--- src/rtl/apsp_pkg.sv ---
// Shared constants and types for the all-pairs shortest path block.
package apsp_pkg;
	localparam int MaxVertices = 16;
	localparam int VtxW = 5;
	localparam int DistW = 21;
	localparam int LenW = 20;
	localparam int WeightW = 16;
	localparam int KindW = 2;
	localparam logic [WeightW-1:0] NoEdgeMark = 16'd10000;

	typedef enum logic [KindW-1:0] {
		KIND_NONE = 2'd0,
		KIND_SUMMARY = 2'd1,
		KIND_VERTEX = 2'd2
	} kind_t;

	typedef enum logic [2:0] {
		CMD_IDLE = 3'd0,
		CMD_RLX_RD_IJ = 3'd1,
		CMD_RLX_RD = 3'd2,
		CMD_RLX_WR = 3'd3,
		CMD_SRCH = 3'd4,
		CMD_SUMMARY = 3'd5,
		CMD_WALK_RD = 3'd6,
		CMD_WALK_EMIT = 3'd7
	} cmd_t;

	typedef struct packed {
		logic [KindW-1:0] kind;
		logic [VtxW-1:0] source_vertex;
		logic [VtxW-1:0] target_vertex;
		logic [LenW-1:0] path_length;
		logic [VtxW-1:0] path_vertex;
		logic last;
	} result_t;
endpackage

--- src/rtl/apsp_ctrl.sv ---
// Controller that sequences load, relaxation, search and path walk.
module apsp_ctrl #(
	parameter int MAX_V = apsp_pkg::MaxVertices,
	localparam int IW = $clog2(MAX_V),
	localparam int CW = $clog2(MAX_V) + 1
) (
	input logic clk,
	input logic arst_n,
	input logic [CW-1:0] n_i,
	input logic in_valid,
	input logic cfg_valid,
	input logic out_busy,
	input logic found,
	input logic walk_done,
	output logic in_ready,
	output logic cfg_ready,
	output logic ld_en,
	output logic [IW-1:0] a_q,
	output logic [IW-1:0] b_q,
	output logic [IW-1:0] c_q,
	output apsp_pkg::cmd_t cmd_q
);
	typedef enum logic [3:0] {
		S_LOAD, S_RLX_A, S_RLX_B, S_RLX_C, S_SRCH_A, S_SRCH_B, S_EMIT, S_WALK_A,
		S_WALK_B, S_WALK_C
	} state_t;
	state_t state_q;
	logic [IW-1:0] nm1;
	logic in_fire;
	logic cfg_fire;
	logic last_step_q;

	assign nm1 = IW'(n_i - CW'(1));
	assign cfg_ready = (state_q == S_LOAD);
	assign cfg_fire = cfg_valid && cfg_ready;
	assign in_ready = (state_q == S_LOAD) && !out_busy && !cfg_valid;
	assign in_fire = in_valid && in_ready;
	assign ld_en = in_fire;

	always_ff @(posedge clk or negedge arst_n) begin
		if (!arst_n) begin
			state_q <= S_LOAD;
			a_q <= '0;
			b_q <= '0;
			c_q <= '0;
			cmd_q <= apsp_pkg::CMD_IDLE;
			last_step_q <= 1'b0;
		end else begin
			cmd_q <= apsp_pkg::CMD_IDLE;
			last_step_q <= 1'b0;
			case (state_q)
				S_LOAD: begin
					if (cfg_fire) begin
						a_q <= '0;
						b_q <= '0;
					end else if (in_fire) begin
						if (b_q == nm1) begin
							b_q <= '0;
							if (a_q == nm1) begin
								a_q <= '0;
								c_q <= '0;
								state_q <= S_RLX_A;
							end else begin
								a_q <= a_q + IW'(1);
							end
						end else begin
							b_q <= b_q + IW'(1);
						end
					end
				end
				S_RLX_A: begin
					// a=k, b=i, c=j.
					cmd_q <= apsp_pkg::CMD_RLX_RD;
					state_q <= S_RLX_B;
				end
				S_RLX_B: begin
					cmd_q <= apsp_pkg::CMD_RLX_RD_IJ;
					state_q <= S_RLX_C;
				end
				S_RLX_C: begin
					cmd_q <= apsp_pkg::CMD_RLX_WR;
					state_q <= S_RLX_A;
					if (c_q == nm1) begin
						c_q <= '0;
						if (b_q == nm1) begin
							b_q <= '0;
							if (a_q == nm1) begin
								a_q <= '0;
								state_q <= S_SRCH_A;
							end else begin
								a_q <= a_q + IW'(1);
							end
						end else begin
							b_q <= b_q + IW'(1);
						end
					end else begin
						c_q <= c_q + IW'(1);
					end
				end
				S_SRCH_A: begin
					// a=i, c=j; the read is issued here and its result is compared in the datapath once registered.
					cmd_q <= apsp_pkg::CMD_SRCH;
					last_step_q <= (a_q == nm1) && (c_q == nm1);
					state_q <= S_SRCH_B;
				end
				S_SRCH_B: begin
					if (c_q == nm1) begin
						c_q <= '0;
						a_q <= a_q + IW'(1);
					end else begin
						c_q <= c_q + IW'(1);
					end
					if (last_step_q) state_q <= S_EMIT;
					else state_q <= S_SRCH_A;
				end
				S_EMIT: begin
					if (!out_busy) begin
						cmd_q <= apsp_pkg::CMD_SUMMARY;
						a_q <= '0;
						b_q <= '0;
						c_q <= '0;
						state_q <= S_WALK_A;
					end
				end
				S_WALK_A: begin
					if (!found) begin
						state_q <= S_LOAD;
					end else begin
						cmd_q <= apsp_pkg::CMD_WALK_RD;
						state_q <= S_WALK_B;
					end
				end
				S_WALK_B: begin
					state_q <= S_WALK_C;
				end
				S_WALK_C: begin
					if (!out_busy) begin
						cmd_q <= apsp_pkg::CMD_WALK_EMIT;
						state_q <= walk_done ? S_LOAD : S_WALK_A;
					end
				end
				default: state_q <= S_LOAD;
			endcase
		end
	end
endmodule

--- config.mk ---
export PLATFORM = sky130hd
export DESIGN_NAME = apsp_ctrl
export DESIGN_NICKNAME = d
export VERILOG_FILES = /design/src/rtl/apsp_pkg.sv /design/src/rtl/apsp_ctrl.sv
export SDC_FILE = /design/constraint.sdc
export NUM_CORES = 1
export LEC_CHECK = 0
export BUFFER_PORTS_ARGS = -buffer_cell sky130_fd_sc_hd__buf_2
export CAP_MARGIN = 20
export CORE_MARGIN = 4
export CORE_UTILIZATION = 55
export CTS_CLUSTER_SIZE = 14
export DETAILED_ROUTE_END_ITERATION = 12
export PLACE_DENSITY = 0.8
export REMOVE_ABC_BUFFERS = 1
export SYNTH_ARGS = -nofsm -noshare
export SYNTH_HDL_FRONTEND = slang
export SYNTH_SLANG_ARGS = --single-unit
--- constraint.sdc ---
create_clock -name clk -period 2.6 [get_ports clk]
set_input_delay 0.39 -clock clk [delete_from_list [all_inputs] [get_ports clk]]
set_output_delay 0.39 -clock clk [all_outputs]
set_load 0.01 [all_outputs]
==> results of run 1 <==
per-layer routing:
layer / track usage / share of wire
met4: 0.04334 / 0.0038
met1: 0.2983 / 0.44
met5: 0 / 0
met2: 0.3318 / 0.50
met3: 0.02766 / 0.054
final timing paths:
check                                        from                endpoint  slack [ns]  depth (start not counted)
setup / recovery           state_q[0]$_DFFE_PN0P_               cfg_ready        0.37                          3
hold reg to reg                c_q[2]$_DFFE_PN0P_      c_q[2]$_DFFE_PN0P_        0.59                          1
max in group asynchronous                  arst_n   last_step_q$_DFF_PN0_        2.26                          1
hold / removal                             arst_n      c_q[1]$_DFFE_PN0P_        0.03                          1
min in group clk                            found  state_q[3]$_DFFE_PN0P_        0.39                          3
setup reg to reg           state_q[0]$_DFFE_PN0P_      a_q[2]$_DFFE_PN0P_        0.52                          5
power groups by stage:
stage                     clock [mW]  combinational [mW]  sequential [mW]
after global placement             0               0.841            0.539
after CTS                      0.147               0.882            0.544
final                          0.142               0.880            0.546
after global routing           0.156               0.994            0.563
after floorplan                    0               0.552            0.585
after detailed placement           0               0.877            0.550
cell families (layout without fill, tap and decap cells):
| family | after synthesis | in the layout | synth area share |
|---|---|---|---|
| xor gates and xnor gates | 18 | 18 | 0.1217 |
| DFF | 20 | 20 | 0.3311 |
| and+or+nand+nor | 62 | 62 | 0.2210 |
| buffers and inverters | 19 | 46 | 0.05960 |
| muxes | 1 | 1 | 0.007450 |
| AOI/OAI and AO/OA | 51 | 51 | 0.2260 |
| adders and majority gates | 4 | 4 | 0.03311 |
sequential cells by signal, indices dropped and copies added (netlist names):
name         cells
b_q              4
state_q          4
last_step_q      1
c_q              4
cmd_q            3
a_q              4
per-stage QoR:
step                hold slack (ns)  utilization  area (um2)
finish                      0.02507       0.6667        1697
detailed placement           0.3617       0.6578        1674
floorplan                   0.09441            -        1459
CTS                         0.03296       0.6667        1697
global placement             0.3576       0.6578        1674
global route                0.05828       0.6667        1697
worst reg2reg max path: stages, from the launching register on:
cell,delay [ns]
dfrtp_1,0.73
inv_1,0.15
nor3_1,0.43
a21oi_1,0.21
nand2b_1,0.23
o311ai_1,0.25
cell usage in the layout, fill, tap and decap left out, drive strengths merged, types with 3 or more instances in the layout:
master / instances
buf: 33
a31oi: 3
a21oi: 12
nor2b: 3
inv: 9
xor2: 8
nand4: 3
o21ai: 15
or4: 3
nor3: 9
dfrtp: 20
nand3: 5
nor2: 11
nand2b: 3
nand2: 17
clkbuf: 3
ha: 4
xnor2: 10
cell type report:
cell class	count	area [um2]	area share
inverters	10	37.54	0.02212
clock buffers	3	22.52	0.01327
repair buffers	33	177.7	0.1047
well taps	30	37.54	0.02212
multi-input cells	136	920.9	0.5428
flip-flops and latches	20	500.5	0.2950
==> flow_summary_export.csv, run 1 <==
group,metric,value,unit
run_status,outcome,"completed",
sta,worstMarginPinSlew,0.5820,ns
pwr,power_frac_seq,0.348,
critical_path,cp_slowest_cell,"or4_1",
sta,setup_viol,0,
sta,tns,0,ns
routing,vias_per_cell,5.953,
finish,synthToLayoutAreaGrowth,12.25,%
critical_path,critical_path_class,"reg -> out",
routing,drt-total-wl,3396,um
yosys,synth_edf_count,0,
finish,n_fill_cell,216,
critical_path,startpoint_type,"flop",
run,timing.max_cap.violations,0,
clock_network,cts_resized,0,
yosys,netlist_instances,175,
clock_network,post_cts_buffers,0,
pwr,power_frac_comb,0.561,
yosys,synth.most_common_cell,"dfrtp_1",
routing,vias,1381,
sta,rsz0062_at_grt,"false",
yosys,yosysWarnings,0,
floorplan,die_w,60.42,um
floorplan,die_y,60.42,um
critical_path,worst-path-buf-inv,2,
pwr,sw_frac_of_total,0.4550,
global_routing,grtUsageTotal,0.2060,
critical_path,cp.required,2.21,ns
sta,layout_min_cycle_time,2.225,ns
hold_path,hold_path_class,"in -> async",
placed_design,dpl_worst_slack,0.07382,ns
sta,finalCritPeriodShare,0.8559,
critical_path,critPathArrivalTime,1.84,ns
clock_network,cts.clk_slew.worst_paths,0.11,ns
finish,drive_above_1_share,0.2327,
pwr,switchingPower,0.7128,mW
clock_network,htree_levels,1,
yosys,ys_types,50,
sta,fmax,449.4,MHz
finish,nNetsFinal,220,
clock_network,worstSkewPairLatency,0.29,ns
global_routing,grt_max_degree,22,
clock_network,clock_sinks,20,
sta,layout_setup_ws,0.3746,ns
routing,first_pass_iters,4,
yosys,synth_common_cells,"dfrtp_1 (20), nand2_1 (16), o21ai_0 (14), a21oi_1 (12), nor2_1 (10)",
global_routing,grt_pass1_wl,5796,um
yosys,yosysTopAreaCellShare,0.3311,
floorplan,pin_count,30,
pwr,clock_power_share,0.090,
floorplan,rows,18,
floorplan,start_util,0.5939,
clock_network,cts_tree,"built",
yosys,synth_area_per_cell,8.637,um2
finish,final_cells,232,
pwr,power,1.567,mW
pwr,ir_drop,689.4,uV
floorplan,core,2545,um2
critical_path,path_cells,"or4_1 > inv_1 > buf_2",
yosys,synthFlopType,"dfrtp_1",
placed_design,post-place-cells,229,
pwr,power_density,923.4,nW/um2
finish,antennaDiodeCount,0,
pwr,p_leak,0.7852,nW
sta,skew,0.008857,ns
sta,drv_slew,0,
yosys,ys_ff_latch,20,
sta,relSlewSlack,0.6120,
sta,hold_violations,0,
critical_path,end_kind,"primary output",
routing,ant_nets,0,
yosys,synth.area.top_cells,"dfrtp_1 (33%), o21ai_0 (4.6%), xnor2_1 (4.6%)",
routing,drc_errors,0,
placed_design,finalWeightedCongestion,0.8764,
critical_path,cp_top_family,"simple AND/OR/NAND/NOR gates",
yosys,ys_seq_area_frac,0.3311,
pwr,p_int,0.8539,mW
yosys,yosys.area.top_type,"dfrtp_1",
routing,drt-initial-drc-count,71,
placed_design,place.port_buffers,28,
clock_network,clockRootBuffer,"clkbuf_4",
yosys,async_reset_ff_frac,1.000,
floorplan,fp.dieArea,3651,um2
critical_path,worst-path-max-fanout,21,
clock_network,cts_made_buffers,3,
clock_network,cts_buffer_depth,2,
clock_network,hold_buffers,0,
global_routing,grt_pass1_vias,1294,
global_routing,grt.overflow.total,0,
critical_path,critPathMaxStageDelay,0.64,ns
global_routing,antenna_found_initial,0,
routing,routedWlPerCell,14.64,um
yosys,synthesis.area,1511,um2
placed_design,dp_hpwl,2652,um
No activity file was read; power rests on OpenSTA's default activity.
==> run 2: changes to the inputs <==
- clock period: 2.6 -> 2.25 ns (I/O delays scaled with it)
==> flow_summary_export.csv, run 2 (same netlist as run 1, synthesis figures left out) <==
group,metric,value,unit
run_status,outcome,"completed",
clock_network,cts_buffer_depth,2,
critical_path,worst-path-max-fanout,12,
routing,ant_nets,0,
floorplan,core,2545,um2
run,timing.max_cap.violations,0,
global_routing,antenna_found_initial,0,
pwr,power_frac_seq,0.328,
pwr,power,1.935,mW
finish,fin_util,0.7104,
clock_network,clockRootBuffer,"clkbuf_4",
floorplan,die_w,60.42,um
sta,drv_slew,0,
critical_path,critical_path_class,"reg -> out",
routing,drt-total-wl,3705,um
clock_network,cts_made_buffers,3,
finish,layout_commonest_cell,"buf_2",
sta,finalCritPeriodShare,0.9455,
placed_design,post-place-cells,237,
sta,hold_violations,0,
finish,final_cells,246,
routing,routedWlPerCell,15.06,um
finish,drive_above_1_share,0.2917,
pwr,p_int,1.064,mW
critical_path,end_kind,"primary output",
sta,layout_min_cycle_time,2.127,ns
sta,tns,0,ns
global_routing,grt_pass1_wl,6141,um
placed_design,finalWeightedCongestion,0.8932,
floorplan,pin_count,30,
placed_design,placed_cell_area,1734,um2
finish,n_fill_cell,195,
sta,rsz0062_at_grt,"false",
finish,layout_common_cells,"buf_2 (28), buf_4 (18), dfrtp_1 (17)",
global_routing,grt_max_degree,22,
placed_design,place.port_buffers,28,
finish,multi_input_area,920.9,um2
floorplan,rows,18,
pwr,p_leak,0.8477,nW
sta,fmax,470.1,MHz
floorplan,die_y,60.42,um
global_routing,grt_pass1_vias,1388,
critical_path,critPathArrivalTime,1.79,ns
sta,worstMarginPinSlew,0.5390,ns
pwr,power_frac_comb,0.581,
clock_network,cts.clk_slew.worst_paths,0.10,ns
pwr,switchingPower,0.8708,mW
routing,vias,1516,
routing,first_pass_iters,6,
finish,antennaDiodeCount,0,
floorplan,start_util,0.5939,
pwr,ir_drop,775.3,uV
placed_design,dp_hpwl,2783,um
finish,nNetsFinal,234,
clock_network,clock_sinks,20,
global_routing,grtUsageTotal,0.2216,
routing,drt-initial-drc-count,113,
finish,regArea,504.2,um2
finish,final_cell_area,1808,um2
clock_network,cts_tree,"built",
floorplan,fp.dieArea,3651,um2
finish,synthToLayoutAreaGrowth,19.62,%
sta,setup_viol,0,
clock_network,htree_levels,1,
clock_network,worstSkewPairLatency,0.31,ns
sta,skew,0.009952,ns
routing,vias_per_cell,6.163,
pwr,sw_frac_of_total,0.4501,
global_routing,grt.overflow.total,0,
pwr,power_density,1070,nW/um2
routing,drc_errors,0,
pwr,clock_power_share,0.090,
critical_path,cp.required,1.91,ns
hold_path,hold_path_class,"in -> reg",
sta,relSlewSlack,0.6407,
critical_path,startpoint_type,"flop",
==> run 2: worst max-delay path, stage by stage (launching register included) <==
cell and delay [ns]:
dfrtp_2 0.46, buf_4 0.19, or4_1 0.52, nor3_1 0.16, buf_2 0.16
==> run 2: repair_timing <==
| action | CTS | global route |
|---|---|---|
| gates resized for setup | 0 | 3 |
| endpoints found under the setup margin | 0 | 3 |
| hold buffers | 1 | 0 |
| setup buffers | 0 | 5 |
| endpoints found under the hold margin | 20 | 0 |
==> run 2: final timing paths <==
path	startpoint	end	slack (ns)	cells past startpoint
setup reg to reg	state_q[1]$_DFFE_PN0P_	b_q[0]$_DFFE_PN0P_	0.19	9
min in group asynchronous	arst_n	c_q[1]$_DFFE_PN0P_	0.49	2
setup / recovery	state_q[2]$_DFFE_PN0P_	in_ready	0.12	4
hold reg to reg	b_q[1]$_DFFE_PN0P_	b_q[1]$_DFFE_PN0P_	0.60	2
max in group asynchronous	arst_n	state_q[0]$_DFFE_PN0P_	1.41	2
hold / removal	found	state_q[3]$_DFFE_PN0P_	0.32	3
==> run 2: power by group through the flow <==
stage	clock network (mW)	registers, mW	logic, mW
4_1_cts	0.176	0.644	1.06
2_1_floorplan	0	0.676	0.638
3_5_place_dp	0	0.651	1.05
3_3_place_gp	0	0.636	1.00
5_1_grt	0.190	0.663	1.24
6_report	0.174	0.635	1.12
==> run 2: final cells by class <==
| type | instances | share of cell area |
|---|---|---|
| multi-input combinational | 136 | 0.5093 |
| sequential | 20 | 0.2789 |
| inverter | 10 | 0.02076 |
| timing repair buffer | 47 | 0.1578 |
| tap | 30 | 0.02076 |
| clock buffer | 3 | 0.01246 |
==> run 2: routing by layer <==
metal / global-route usage / up-vias / wire length [um]
met5: 0 / - / 0
met4: 0.08669 / 0 / 67
met3: 0.03191 / 10 / 232
met1: 0.3000 / 723 / 1589
met2: 0.3596 / 61 / 1815
li1: - / 722 / -
==> run 2: metrics by stage <==
stage	hold WS [ns]	setup WS (ns)
final	0.3189	0.1227
after floorplan	0.04191	0.05603
after detailed placement	0.3138	-0.1036
after global placement	0.3088	-0.07269
after CTS	0.3188	0.01719
after global routing	0.3350	0.02167
==> run 3: changes to the inputs <==
- ABC_CLOCK_PERIOD_IN_PS: default -> 2250
- MAX_ROUTING_LAYER: default -> met4
==> flow_summary_export.csv, run 3 (same netlist as run 1, synthesis figures left out) <==
group,metric,value,unit
sta,skew,0.007788,ns
critical_path,startpoint,"state_q[2]$_DFFE_PN0P_",
clock_network,clockRootBuffer,"clkbuf_4",
critical_path,critPathMaxStageDelay,0.52,ns
sta,finalCritPeriodShare,0.9691,
run_status,outcome,"completed",
sta,layout_min_cycle_time,2.180,ns
routing,drt-total-wl,3727,um
critical_path,worst-path-max-fanout,12,
routing,drt-initial-drc-count,128,
finish,nNetsFinal,234,
sta,hold_violations,0,
sta,worstMarginPinSlew,0.5390,ns
critical_path,cp_top_family,"simple AND/OR/NAND/NOR gates",
finish,final_cell_area,1808,um2
routing,drc_errors,0,
clock_network,clock_sinks,20,
floorplan,rows,18,
sta,fmax,458.6,MHz
critical_path,end_kind,"primary output",
routing,vias_per_cell,6.167,
global_routing,grt_pass1_vias,1388,
floorplan,pin_count,30,
floorplan,start_util,0.5939,
global_routing,grt.overflow.total,0,
clock_network,cts_buffer_depth,2,
global_routing,grt_max_degree,22,
critical_path,reg2reg_depth,9,
critical_path,critPathArrivalTime,1.84,ns
global_routing,antenna_found_initial,0,
global_routing,grt_util_met2,0.3596,
floorplan,die_w,60.42,um
finish,antennaDiodeCount,0,
clock_network,cts_made_buffers,3,
finish,synthToLayoutAreaGrowth,19.62,%
finish,layout_commonest_cell,"buf_2",
critical_path,path_cells,"buf_4 > or4_1 > nor3_1 > buf_2",
critical_path,rr_startpoint,"state_q[1]$_DFFE_PN0P_",
clock_network,worstSkewPairLatency,0.31,ns
clock_network,cts.clk_slew.worst_paths,0.11,ns
floorplan,die_y,60.42,um
pwr,ir_drop,781.9,uV
placed_design,finalWeightedCongestion,0.9084,
routing,first_pass_iters,6,
global_routing,met1_usage,0.3000,
placed_design,dp_hpwl,2783,um
sta,setup_viol,0,
finish,drive_above_1_share,0.2917,
routing,routedWlPerCell,15.15,um
hold_path,hold_path_class,"in -> reg",
critical_path,cp_slowest_cell,"or4_1",
finish,final_cells,246,
placed_design,post-place-cells,237,
critical_path,critical_path_class,"reg -> out",
pwr,power,1.939,mW
placed_design,placed_cell_area,1734,um2
global_routing,grtUsageTotal,0.2287,
pwr,p_leak,0.8477,nW
routing,vias,1517,
sta,rsz0062_at_grt,"false",
hold_path,min-delay-start,"found",
floorplan,core,2545,um2
global_routing,top_usage_layer,"met2",
floorplan,fp.dieArea,3651,um2
critical_path,cp.depth,4,
global_routing,grt_pass1_wl,6141,um
sta,relSlewSlack,0.6407,
critical_path,startpoint_type,"flop",
routing,ant_nets,0,
finish,n_fill_cell,195,
finish,layout_common_cells,"buf_2 (28), buf_4 (18), dfrtp_1 (17)",
placed_design,dpl_worst_slack,-0.1036,ns
run,timing.max_cap.violations,0,
critical_path,worst-path-buf-inv,2,
sta,drv_slew,0,
placed_design,place.port_buffers,28,
clock_network,htree_levels,1,
hold_path,worstHoldPathCells,3,
sta,layout_setup_ws,0.06951,ns
clock_network,cts_tree,"built",
critical_path,cp.required,1.91,ns
global_routing,gr-usage-met3,0.03191,
pwr,power_density,1072,nW/um2
## run 3: timing repair
action,4_1_cts,5_1_grt
gates resized for setup,0,3
hold buffers,1,0
hold endpoints to repair,20,0
endpoints found under the setup margin,0,3
buffers inserted,0,5
## run 3: worst paths after layout
check	slack (ns)	to
hold reg to reg	0.60	b_q[1]$_DFFE_PN0P_
hold / removal	0.32	state_q[3]$_DFFE_PN0P_
max in group asynchronous	1.41	state_q[0]$_DFFE_PN0P_
min in group asynchronous	0.49	c_q[1]$_DFFE_PN0P_
setup / recovery	0.07	in_ready
setup reg to reg	0.17	b_q[0]$_DFFE_PN0P_
## run 3: power by group
group,internal [mW],switching (mW)
combinational,0.529,0.598
clock,0.0625,0.113
sequential,0.472,0.164
total,1.06,0.875
## run 3: cell type report
class	instances	area [um2]	area share
inverter	10	37.54	0.02076
multi-input combinational	136	920.9	0.5093
timing repair buffer	47	285.3	0.1578
sequential	20	504.2	0.2789
clock buffer	3	22.52	0.01246
tap	30	37.54	0.02076
## run 3: worst min-delay path: stages
cell,delay (ns)
buf_2,0.10
nand4_1,0.08
o21ai_0,0.07
## run 3: through the flow
stage	hold WS, ns	TNS, ns	util
after floorplan	0.04191	0	-
after global placement	0.3088	-0.2648	0.6814
after detailed placement	0.3138	-0.5110	0.6814
after CTS	0.3188	0	0.6942
after global routing	0.3350	0	0.7104
final	0.3168	0	0.7104
## run 3: routing by layer
metal,vias up,part of all wire
li1,718,-
met1,724,0.43
met2,67,0.49
met3,8,0.069
met4,0,0.015
met5,-,0
